[src/rtl/core/mtwr_pkg.sv]
// Shared types, command codes and arithmetic helpers for the tile window repacker.
package mtwr_pkg;

  typedef enum logic [1:0] {
    KIND_STORE = 2'd0,
    KIND_DRAW  = 2'd1,
    KIND_TICK  = 2'd2
  } kind_t;

  // Transfer sequencer phases, one-hot.
  typedef enum logic [8:0] {
    PH_IDLE     = 9'b000000001,
    PH_CASET    = 9'b000000010,
    PH_CA_END   = 9'b000000100,
    PH_CA_START = 9'b000001000,
    PH_RASET    = 9'b000010000,
    PH_RA_LO    = 9'b000100000,
    PH_RA_HI    = 9'b001000000,
    PH_WRITE    = 9'b010000000,
    PH_DATA     = 9'b100000000
  } phase_t;

  localparam logic [7:0] CMD_CASET   = 8'h2A;
  localparam logic [7:0] CMD_RASET   = 8'h2B;
  localparam logic [7:0] CMD_RAMWR   = 8'h2C;
  localparam logic [7:0] COL_MIRROR  = 8'h3C;
  localparam logic [7:0] COL_OFFSET  = 8'h12;
  localparam int         GROUP_COLS  = 12;
  localparam logic [1:0] LAST_PLANE  = 2'd3;

  // What the sequencer produces for the tick that is accepted this cycle.
  typedef struct packed {
    logic       has_result;
    logic       from_ram;
    logic [7:0] byte_val;
    logic       is_cmd;
    logic       last;
    logic [1:0] plane;
  } tick_info_t;

  // Column index divided by twelve: shift by two, then divide by three
  // through the reciprocal 171/512, exact for all 8-bit quotients' inputs.
  function automatic logic [6:0] div12(input logic [9:0] col);
    logic [7:0]  quarter;
    logic [16:0] prod;
    begin
      quarter = col[9:2];
      prod    = {9'd0, quarter} * 17'd171;
      div12   = prod[15:9];
    end
  endfunction

  // Pack one plane (two pixel rows) of four adjacent columns into one byte.
  function automatic logic [7:0] pack_quad(input logic [3:0][7:0] cols,
                                           input logic [1:0] plane);
    logic [7:0] result;
    logic [7:0] shifted;
    begin
      result = 8'd0;
      for (int k = 0; k < 4; k++) begin
        shifted = cols[k] >> {plane, 1'b0};
        result[7 - 2 * k] = shifted[0];
        result[6 - 2 * k] = shifted[1];
      end
      pack_quad = result;
    end
  endfunction

endpackage

[src/rtl/core/mtwr_ram.sv]
// Generic single-write, single-read synchronous RAM with registered read data.
module mtwr_ram #(
  parameter int WIDTH = 8,
  parameter int DEPTH = 75
) (
  input  logic                     clk,
  input  logic                     we,
  input  logic [$clog2(DEPTH)-1:0] waddr,
  input  logic [WIDTH-1:0]         wdata,
  input  logic                     re,
  input  logic [$clog2(DEPTH)-1:0] raddr,
  output logic [WIDTH-1:0]         rdata
);

  logic [WIDTH-1:0] mem [DEPTH];

  always_ff @(posedge clk) begin
    if (we) begin
      mem[waddr] <= wdata;
    end
    if (re) begin
      rdata <= mem[raddr];
    end
  end

endmodule

[src/rtl/core/mtwr_ctrl.sv]
// Draw window latch and transfer sequencer that orders commands, parameters and data.
module mtwr_ctrl #(
  parameter int PANEL_COLUMNS = 300,
  parameter int GROUP_W       = 5,
  parameter int ADDR_W        = 7
) (
  input  logic                    clk,
  input  logic                    rst,
  input  logic                    draw_fire,
  input  logic                    tick_fire,
  input  logic [5:0]              x_tile,
  input  logic [5:0]              tile_count,
  input  logic [5:0]              band,
  output mtwr_pkg::tick_info_t    info,
  output logic [ADDR_W-1:0]       rd_addr
);
  import mtwr_pkg::*;

  phase_t              phase;
  logic [GROUP_W-1:0]  first_group;
  logic [GROUP_W-1:0]  last_group;
  logic [5:0]          band_latched;
  logic [1:0]          plane_index;
  logic [ADDR_W-1:0]   quad_index;
  logic [ADDR_W-1:0]   base_addr;
  logic [ADDR_W-1:0]   last_addr;

  logic [9:0]          start_col;
  logic [9:0]          end_col;
  logic [9:0]          stop_col;
  logic                draw_ok;
  logic [GROUP_W-1:0]  first_group_next;
  logic [GROUP_W-1:0]  last_group_next;
  logic                quad_wrap;

  always_comb begin
    start_col = {1'b0, x_tile, 3'b000};
    end_col   = {({1'b0, x_tile} + {1'b0, tile_count}), 3'b000};
    stop_col  = (end_col > 10'(PANEL_COLUMNS)) ? 10'(PANEL_COLUMNS - 1) : end_col - 10'd1;
    draw_ok   = (tile_count != 6'd0) && (start_col < 10'(PANEL_COLUMNS));
    first_group_next = GROUP_W'(div12(start_col));
    last_group_next  = GROUP_W'(div12(stop_col));
  end

  assign rd_addr   = base_addr + quad_index;
  assign quad_wrap = (rd_addr == last_addr);

  always_comb begin
    info            = '0;
    info.plane      = plane_index;
    unique case (phase)
      PH_IDLE: begin
        info.has_result = 1'b0;
      end
      PH_CASET: begin
        info.has_result = 1'b1;
        info.byte_val   = CMD_CASET;
        info.is_cmd     = 1'b1;
      end
      PH_CA_END: begin
        info.has_result = 1'b1;
        info.byte_val   = COL_MIRROR - (COL_OFFSET + 8'(last_group));
      end
      PH_CA_START: begin
        info.has_result = 1'b1;
        info.byte_val   = COL_MIRROR - (COL_OFFSET + 8'(first_group));
      end
      PH_RASET: begin
        info.has_result = 1'b1;
        info.byte_val   = CMD_RASET;
        info.is_cmd     = 1'b1;
      end
      PH_RA_LO: begin
        info.has_result = 1'b1;
        info.byte_val   = {band_latched, 2'b00};
      end
      PH_RA_HI: begin
        info.has_result = 1'b1;
        info.byte_val   = {band_latched, 2'b11};
      end
      PH_WRITE: begin
        info.has_result = 1'b1;
        info.byte_val   = CMD_RAMWR;
        info.is_cmd     = 1'b1;
      end
      PH_DATA: begin
        info.has_result = 1'b1;
        info.from_ram   = 1'b1;
        info.last       = quad_wrap && (plane_index == LAST_PLANE);
      end
      default: begin
        info.has_result = 1'b0;
      end
    endcase
  end

  always_ff @(posedge clk) begin
    if (rst) begin
      phase        <= PH_IDLE;
      first_group  <= '0;
      last_group   <= '0;
      band_latched <= '0;
      plane_index  <= '0;
      quad_index   <= '0;
      base_addr    <= '0;
      last_addr    <= '0;
    end else if (draw_fire) begin
      if (draw_ok) begin
        phase        <= PH_CASET;
        first_group  <= first_group_next;
        last_group   <= last_group_next;
        band_latched <= band;
        plane_index  <= '0;
        quad_index   <= '0;
        base_addr    <= ADDR_W'({first_group_next, 1'b0}) + ADDR_W'(first_group_next);
        last_addr    <= ADDR_W'({last_group_next, 1'b0}) + ADDR_W'(last_group_next)
                        + ADDR_W'(2);
      end
    end else if (tick_fire) begin
      unique case (phase)
        PH_IDLE:     phase <= PH_IDLE;
        PH_CASET:    phase <= PH_CA_END;
        PH_CA_END:   phase <= PH_CA_START;
        PH_CA_START: phase <= PH_RASET;
        PH_RASET:    phase <= PH_RA_LO;
        PH_RA_LO:    phase <= PH_RA_HI;
        PH_RA_HI:    phase <= PH_WRITE;
        PH_WRITE:    phase <= PH_DATA;
        PH_DATA: begin
          if (quad_wrap) begin
            quad_index <= '0;
            if (plane_index == LAST_PLANE) begin
              plane_index <= '0;
              phase       <= PH_IDLE;
            end else begin
              plane_index <= plane_index + 2'd1;
            end
          end else begin
            quad_index <= quad_index + ADDR_W'(1);
          end
        end
        default:     phase <= PH_IDLE;
      endcase
    end
  end

endmodule

[src/rtl/core/mono_tile_window_repacker.sv]
// Top level of the monochrome tile window repacker: band store banks and output stage.
//
// The block holds one 8-pixel-high band of a monochrome frame, one byte per
// column with bit 0 on top, and turns a draw request into the byte stream of a
// panel transfer: column window command and two mirrored column addresses, row
// window command and two row addresses, memory write command, then four planes
// of packed pixel data, each data byte carrying two pixel rows of four columns.
// Every input beat is a store, a draw request or a tick, and only a tick
// yields an output beat. The band lives in four one-byte-wide RAM banks, one
// per column modulo four, so that the four columns of a data byte are read in
// a single access. Stores, draw requests and command or parameter ticks do not
// hold up the next beat; after a data tick in_ready stays low until the banks
// return the read data, in the cycle after the address.
// After reset the banks are cleared one row per cycle, with in_ready low, over
// all 3*ceil(PANEL_COLUMNS/12) rows (75 at the default width).
// Output beats are held in a register; a new beat is accepted as soon as the
// waiting output beat is being taken.
module mono_tile_window_repacker #(
  parameter int PANEL_COLUMNS = 300
) (
  input  logic       clk,
  input  logic       rst,
  input  logic       in_valid,
  output logic       in_ready,
  input  logic [1:0] kind,
  input  logic [8:0] column,
  input  logic [7:0] pixel_byte,
  input  logic [5:0] x_tile,
  input  logic [5:0] tile_count,
  input  logic [5:0] band,
  output logic       out_valid,
  input  logic       out_ready,
  output logic [7:0] out_byte,
  output logic       is_command,
  output logic       last
);
  import mtwr_pkg::*;

  // Whole 12-column groups cover the panel; each group is three bank rows.
  localparam int NGROUPS = (PANEL_COLUMNS + GROUP_COLS - 1) / GROUP_COLS;
  localparam int DEPTH   = NGROUPS * 3;
  localparam int ADDR_W  = $clog2(DEPTH);
  localparam int GROUP_W = $clog2(NGROUPS + 1);

  logic              clearing;
  logic [ADDR_W-1:0] clr_addr;
  logic              rd_pending;
  logic              pending_last;
  logic [1:0]        pending_plane;

  logic              fire;
  logic              store_fire;
  logic              draw_fire;
  logic              tick_fire;
  tick_info_t        info;
  logic [ADDR_W-1:0] rd_addr;
  logic [3:0][7:0]   quad_bytes;
  logic [ADDR_W-1:0] waddr;
  logic [7:0]        wdata;

  // A new beat waits while the banks are cleared, while a data read is in
  // flight, and while an output beat sits unclaimed.
  assign in_ready   = !clearing && !rd_pending && (!out_valid || out_ready);
  assign fire       = in_valid && in_ready;
  assign store_fire = fire && (kind == KIND_STORE) && ({1'b0, column} < 10'(PANEL_COLUMNS));
  assign draw_fire  = fire && (kind == KIND_DRAW);
  assign tick_fire  = fire && (kind == KIND_TICK);

  assign waddr = clearing ? clr_addr : ADDR_W'(column[8:2]);
  assign wdata = clearing ? 8'd0 : pixel_byte;

  mtwr_ctrl #(
    .PANEL_COLUMNS (PANEL_COLUMNS),
    .GROUP_W       (GROUP_W),
    .ADDR_W        (ADDR_W)
  ) u_ctrl (
    .clk        (clk),
    .rst        (rst),
    .draw_fire  (draw_fire),
    .tick_fire  (tick_fire),
    .x_tile     (x_tile),
    .tile_count (tile_count),
    .band       (band),
    .info       (info),
    .rd_addr    (rd_addr)
  );

  // Bank k holds columns 4*row + k. Columns past the panel edge are never
  // written after the clearing pass, so they read as zero.
  for (genvar k = 0; k < 4; k++) begin : g_bank
    logic bank_we;
    assign bank_we = clearing || (store_fire && (column[1:0] == 2'(k)));

    mtwr_ram #(
      .WIDTH (8),
      .DEPTH (DEPTH)
    ) u_ram (
      .clk   (clk),
      .we    (bank_we),
      .waddr (waddr),
      .wdata (wdata),
      .re    (tick_fire && info.from_ram),
      .raddr (rd_addr),
      .rdata (quad_bytes[k])
    );
  end

  // Clearing pass after reset.
  always_ff @(posedge clk) begin
    if (rst) begin
      clearing <= 1'b1;
      clr_addr <= '0;
    end else if (clearing) begin
      if (clr_addr == ADDR_W'(DEPTH - 1)) begin
        clearing <= 1'b0;
      end else begin
        clr_addr <= clr_addr + ADDR_W'(1);
      end
    end
  end

  // Output register. Command and parameter beats load at the tick itself;
  // data beats load in the cycle after the tick, when the bank read returns.
  always_ff @(posedge clk) begin
    if (rst) begin
      out_valid  <= 1'b0;
      rd_pending <= 1'b0;
    end else begin
      rd_pending <= tick_fire && info.from_ram;
      if (rd_pending || (tick_fire && info.has_result && !info.from_ram)) begin
        out_valid <= 1'b1;
      end else if (out_ready) begin
        out_valid <= 1'b0;
      end
    end
  end

  always_ff @(posedge clk) begin
    if (rd_pending) begin
      out_byte   <= pack_quad(quad_bytes, pending_plane);
      is_command <= 1'b0;
      last       <= pending_last;
    end else if (tick_fire && info.has_result && !info.from_ram) begin
      out_byte   <= info.byte_val;
      is_command <= info.is_cmd;
      last       <= 1'b0;
    end
    if (tick_fire && info.from_ram) begin
      pending_plane <= info.plane;
      pending_last  <= info.last;
    end
  end

endmodule

[config.mk]
export PLATFORM = sky130hd
export DESIGN_NAME = mono_tile_window_repacker
export DESIGN_NICKNAME = d
export VERILOG_FILES = /design/src/rtl/core/mtwr_pkg.sv /design/src/rtl/core/mtwr_ram.sv /design/src/rtl/core/mtwr_ctrl.sv /design/src/rtl/core/mono_tile_window_repacker.sv
export SDC_FILE = /design/constraint.sdc
export NUM_CORES = 2
export LEC_CHECK = 0
export BUFFER_PORTS_ARGS = -buffer_cell sky130_fd_sc_hd__clkbuf_2
export CORE_ASPECT_RATIO = 0.7
export CORE_MARGIN = 2
export CORE_UTILIZATION = 51
export CTS_CLUSTER_DIAMETER = 120
export DETAILED_ROUTE_END_ITERATION = 10
export PLACE_DENSITY = 0.73
export SYNTH_ARGS = -nofsm -noshare
export SYNTH_HDL_FRONTEND = slang
export SYNTH_SLANG_ARGS = --single-unit
[constraint.sdc]
create_clock -name clk -period 12.6 [get_ports clk]
set_input_delay 1.89 -clock clk [delete_from_list [all_inputs] [get_ports clk]]
set_output_delay 1.89 -clock clk [all_outputs]
set_load 0.01 [all_outputs]
Word level (Yosys, flattened, before mapping):

Memory sizes are Yosys's and may differ from the RTL's. A register that Yosys moved wholly into a read port is not among the register bits.
Cells that the tools add are included.

* add/sub/neg operators: 13
* multipliers: 2
* magnitude comparators: 3
* equal/unequal tests: 19
* shift operators: 4
* muxes and demuxes: 40
* bitwise operators: 1
* reduce and logical (&&, ||, !) cells: 41

Operators by type and width (count)
* 9-bit case mux with 8 select lines: 1
* 8-bit case mux with 7 select lines: 1
* 9-bit two-way mux: 5
* 7-bit two-way mux: 6
* 8-bit by 3-bit >> shifter with 2-bit output: 4
* 8-bit two-way mux: 3
* 9-bit less-than comparator (second input constant): 2
* 1-bit two-way mux: 17
* 1-bit logical AND: 16
* 6-bit by 8-bit subtractor with 8-bit output (first input constant): 2
* 6-bit by 5-bit adder with 7-bit output: 2
* 7-bit by 1-bit adder with 7-bit output (second input constant): 2
* 8-bit by 8-bit multiplier with 14-bit output (second input constant): 1
* 6-bit by 8-bit multiplier with 13-bit output (second input constant): 1
* 5-bit by 5-bit adder with 6-bit output (first input constant): 2
* 2-bit two-way mux: 6
* 10-bit by 9-bit > comparator with 1-bit output (second input constant): 1
* 10-bit two-way mux: 1
* 2-bit nonzero test: 5
* 10-bit by 1-bit subtractor with 10-bit output (second input constant): 1
* 9-bit by 2-bit equality test with 1-bit output (second input constant): 1
* 9-bit by 3-bit equality test with 1-bit output (second input constant): 1
* 9-bit by 4-bit equality test with 1-bit output (second input constant): 1
* 9-bit by 5-bit equality test with 1-bit output (second input constant): 1
* other kinds (24): 40

* flip-flop bits (word level): 71
* RAM bits: 2400
* input bits: 41
* output and inout port bits: 12
* memories kept: 4

Memories
* g_bank[0].u_ram.mem: words 75, bits a word 8, read ports 1, clocked after Yosys merged registers in 1, write ports 1, RTL line mtwr_ram.sv:15 `logic [WIDTH-1:0] mem [DEPTH];`
* g_bank[1].u_ram.mem: words 75, bits a word 8, read ports 1, clocked after Yosys merged registers in 1, write ports 1, RTL line mtwr_ram.sv:15
* g_bank[2].u_ram.mem: words 75, bits a word 8, read ports 1, clocked after Yosys merged registers in 1, write ports 1, RTL line mtwr_ram.sv:15
* g_bank[3].u_ram.mem: words 75, bits a word 8, read ports 1, clocked after Yosys merged registers in 1, write ports 1, RTL line mtwr_ram.sv:15

Depth between registers and ports, before layout:

* depth in word-level cells: 10
* mapped depth: 34

Cells and area by module:

A second synthesis with hierarchy kept.

* cell total of the unflattened synthesis: 5273
* area total of the unflattened synthesis: 101623.7 um^2

By module, submodules not included
* mtwr_ram: instances 4, cells an instance 1138, area each 23774.1 um^2
* mtwr_ctrl: instances 1, cells an instance 597, area each 5056.1 um^2
* mono_tile_window_repacker: instances 1, cells an instance 124, area each 1471.4 um^2

Worst setup path after synthesis:

Ideal clock, no wire load.

* path type: input -> register
* start point: input port pixel_byte[0]
* end point: memory g_bank[0].u_ram.mem[0][0], data pin
* setup time: 1.660 ns
* data arrival time: 9.077 ns
* data required time: 10.940 ns
* slack: 1.863 ns
* cell stages on the path: 1
* buffers on the path: 0
* cells stage by stage: nor2b_1

* cells in the longest elaborated chain, start to end: 1

RTL lines
* start: declaration: RTL line mono_tile_window_repacker.sv:27 `input logic [7:0] pixel_byte,`
* 8-bit two-way mux: RTL line mono_tile_window_repacker.sv:70 `assign wdata = clearing ? 8'd0 : pixel_byte;`
* end: declaration: RTL line mtwr_ram.sv:15

No other way between the ends.

Final worst setup path:

* start point: input port x_tile[0]
* end point: register u_ctrl.last_addr[4]

* cells in the longest elaborated chain, start to end: 6
* elaborated cells between the ends (all ways): 10
* classes of those cells: add/sub: 4; mul: 1; order compare: 2; mux: 1; reduce/logical: 2

RTL lines
* start: declaration: RTL line mono_tile_window_repacker.sv:28 `input logic [5:0] x_tile,`
* 6-bit by 6-bit adder with 7-bit output *: RTL line mtwr_ctrl.sv:38 `end_col = {({1'b0, x_tile} + {1'b0, tile_count}), 3'b000};`
* 10-bit by 1-bit subtractor with 10-bit output or 10-bit by 9-bit > comparator with 1-bit output (tied branches): RTL line mtwr_ctrl.sv:39 `stop_col = (end_col > 10'(PANEL_COLUMNS)) ? 10'(PANEL_COLUMNS - 1) : end_col - 10'd1;`
* 10-bit two-way mux *: RTL line mtwr_ctrl.sv:39
* 8-bit by 8-bit multiplier with 14-bit output *: RTL line mtwr_pkg.sv:48 `prod = {9'd0, quarter} * 17'd171;`
* net u_ctrl.last_group_next[2]: RTL line mtwr_ctrl.sv:33 `logic [GROUP_W-1:0] last_group_next;`
* 6-bit by 5-bit adder with 7-bit output *: RTL line mtwr_ctrl.sv:116 `last_addr <= ADDR_W'({last_group_next, 1'b0}) + ADDR_W'(last_group_next)`
* 7-bit by 2-bit adder with 7-bit output *: RTL line mtwr_ctrl.sv:117 `+ ADDR_W'(2);`
* end signal: assignment: RTL line mtwr_ctrl.sv:116
* end: declaration: RTL line mtwr_ctrl.sv:26 `logic [ADDR_W-1:0] last_addr;`

Mark *: on every way through the listed nets, which the timed path passes. The rest lies on a longest branch.
A chain may end at the register's enable or synchronous reset.

==> results.json <==
{
  "die_x_um": 535,
  "grt_pass1_vias": 48100,
  "status": "completed",
  "cts_root_buf": "clkbuf_16",
  "detail_route.wl_per_cell_um": 30.8,
  "antenna_left": 0,
  "powerDensity_nw_per_um2": 150,
  "syn_avg_cell_area_um2": 20.7,
  "synth_edf_count": 2444,
  "cts_setup_buffers": 0,
  "regToRegSetupSlack_ns": 6.62,
  "top_layer": "met5",
  "layout_common_cells": "2,444 x edfxtp_1, 712 x mux4_2, 409 x nor2_1",
  "hold_violations": 0,
  "vias": 49600,
  "rows": 136,
  "hold_class": "reg -> reg",
  "clkSlewWorstSetupHoldPaths_ns": 0.07,
  "area_growth_pct": 10.0,
  "setup_ws_ns": 4.25,
  "r2r-end": "g_bank[3].u_ram.rdata[7]",
  "grt_pass1_wl_um": 345000,
  "nFillCells": 14000,
  "cts_tree": "yes",
  "layout_commonest_cell": "edfxtp_1",
  "ctsHoldBuffers": 0,
  "hp-start": "u_ctrl.band_latched[1]",
  "maxCapViolCount": 0,
  "wl_met1_um": 101000,
  "ff2ff_path_depth": 10,
  "cts_resized": 0,
  "grt_use_total_pct": 23.7,
  "initial_core_util_pct": 51.2,
  "viasPerCell": 6.40,
  "die_height_um": 375,
  "dp.cells": 7347,
  "drv_slew": 0,
  "tightestPinTransition_ns": 1.44,
  "nets": 5101,
  "yosysTopAreaCellShare_pct": 73.0,
  "holdPathEnd": "u_ctrl.band_latched[1]",
  "ff_latch_area_um2": 74500,
  "cts_buffers": 219,
  "leakage_uw": 0.0354,
  "worstSetupPathType": "in -> reg",
  "ys_seq_area_share_pct": 74.1,
  "crit_required_ns": 13.33,
  "antenna_found_initial": 12,
  "crit_top_cell": "inv_1",
  "hpwl_um": 145000,
  "synth_area_um2": 101000,
  "rsz0062_at_grt": "no",
  "clk_latency_ns": 0.85,
  "grt-ovfl-total": 0,
  "io_pins": 53,
  "arrival_ns": 9.08,
  "drtIter0Drc": 7719,
  "routed-wl-met3_um": 28800,
  "cts_sinks": 2501,
  "r2r-start": "u_ctrl.quad_index[0]",
  "peakVddDrop_v": 0.000132,
  "end_kind": "flop",
  "die-area_um2": 201000,
  "drc_errors": 0,
  "multi_input_area_um2": 24700,
  "critPathMaxStageDelay_ns": 0.51,
  "final_util_pct": 56.4,
  "fin_crit_sh_pct": 66.3,
  "async_flop_share_pct": 0,
  "ys_ff_latch": 2501,
  "worst_setup_path_start_kind": "input port",
  "dr.pass1.iters": 6,
  "drive_above_1_share_pct": 23.5,
  "cp_max_fo": 7,
  "finalNonFillerCells": 7746,
  "synth_cell_types": 77,
  "finalCriticalPeriod_ns": 8.35,
  "dr_wl_met2_um": 104000,
  "place_congestion": 0.847,
  "worst_hold_slack_ns": 0.466,
  "ys.flop_type": "edfxtp_1",
  "slew_headroom_pct": 3.80,
  "critPathSlowestCell": "fa_1",
  "synth_area_leaders": "edfxtp_1 73%, mux4_2 16%, nor2_1 1.5%",
  "fmax_ghz": 0.120,
  "syn_nets": 5010,
  "hold_depth": 2,
  "routed_wl_um": 239000,
  "htree_levels": 4,
  "yosys.area.top_type": "edfxtp_1",
  "fin_setup_tns_ns": 0,
  "post-place-ws_ns": 3.48,
  "syn_inst": 4856,
  "grt_max_degree": 233,
  "io_buffers": 52,
  "clock_skew_ns": 0.0517,
  "yosysWarnings": 0,
  "setup_violations": 0,
  "core_um2": 196000,
  "clock_path_buffers": 4
}
[stage by stage]
stage,cell area (um^2),total power (uW)
3_5_place_dp,104000,10300
6_report,111000,16600
5_1_grt,111000,17100
2_1_floorplan,101000,10000
4_1_cts,111000,16700
3_3_place_gp,104000,10300
[synth_stat cells, drive strengths merged (5+ instances only)]
cell	n
nor2b	44
nand2	145
a21o	9
a211oi	75
nor4	6
edfxtp	2444
xor2	21
clkbuf	144
nand3	19
fa	22
mux2	34
a31oi	12
buf	112
nor2	409
ha	91
xnor2	31
dfxtp	57
o21ai	24
nor3b	7
mux4	712
inv	82
nand4	13
nor3	31
nand2b	8
a21oi	122
nor4b	6
mux2i	104
or4	5
[how the worst max path moves through the flow]
stage                             start                         to  cells past startpoint
after floorplan           pixel_byte[0]  g_bank[0].u_ram.mem[0][0]                      1
after detailed placement      x_tile[0]        u_ctrl.last_addr[4]                     33
final                         x_tile[0]        u_ctrl.last_addr[4]                     33
after global placement        x_tile[1]        u_ctrl.last_addr[6]                     32
after CTS                     x_tile[0]        u_ctrl.last_addr[4]                     33
after global routing          x_tile[1]        u_ctrl.last_addr[4]                     32
[worst max-delay path: cells and delay by family]
family                     cells  cell delay, ns
adders and majority gates     10            3.73
AOI/OAI and AO/OA              7            1.58
buffers and inverters          8            0.62
and+or+nand+nor                5            0.71
xor gates and xnor gates       3            0.54
[cells by family (layout without fill, tap and decap cells)]
logic type	Yosys count	in the layout	share of synthesized area (%)
AOI/OAI and AO/OA	280	280	1.78
DFF	2501	2501	74.1
other	0	5	0
and+or+nand+nor	719	719	3.14
muxes	850	850	17.4
xor gates and xnor gates	54	54	0.506
adders and majority gates	113	113	1.57
buffers and inverters	339	602	1.51
[flip-flops by register name, summed over array words and instances (netlist names)]
register / cells
u_ctrl.base_addr: 7
out_valid: 1
u_ctrl.last_addr: 7
is_command: 1
rd_pending: 1
out_byte: 8
pending_plane: 2
u_ctrl.last_group: 4
u_ctrl.quad_index: 7
clearing: 1
last: 1
pending_last: 1
u_ctrl.band_latched: 6
u_ctrl.phase: 9
u_ctrl.first_group: 4
g_bank.u_ram.mem: 2400
u_ctrl.plane_index: 2
g_bank.u_ram.rdata: 32
clr_addr: 7
[cell type report]
cell class,count,share of cell area (%)
multi-input combinational,2016,22.3
clock inverter,125,0.932
antenna,5,0.0113
sequential,2501,67.4
clock buffer,268,5.20
inverter,83,0.282
tap,2622,2.97
timing repair buffer,126,0.907
[power by group]
group          switching, uW  total [uW]  internal [uW]
Clock                   2950        6520           3560
Combinational            627        1070            446
Sequential              9.86        9040           9030
[per-layer routing]
metal	global-route usage [%]	up-vias
li1	-	20100
met1	37.6	26200
met2	33.2	2948
met3	6.08	347
met4	5.11	8
met5	0	-
Note: power is estimated with default switching activity, not from simulation.
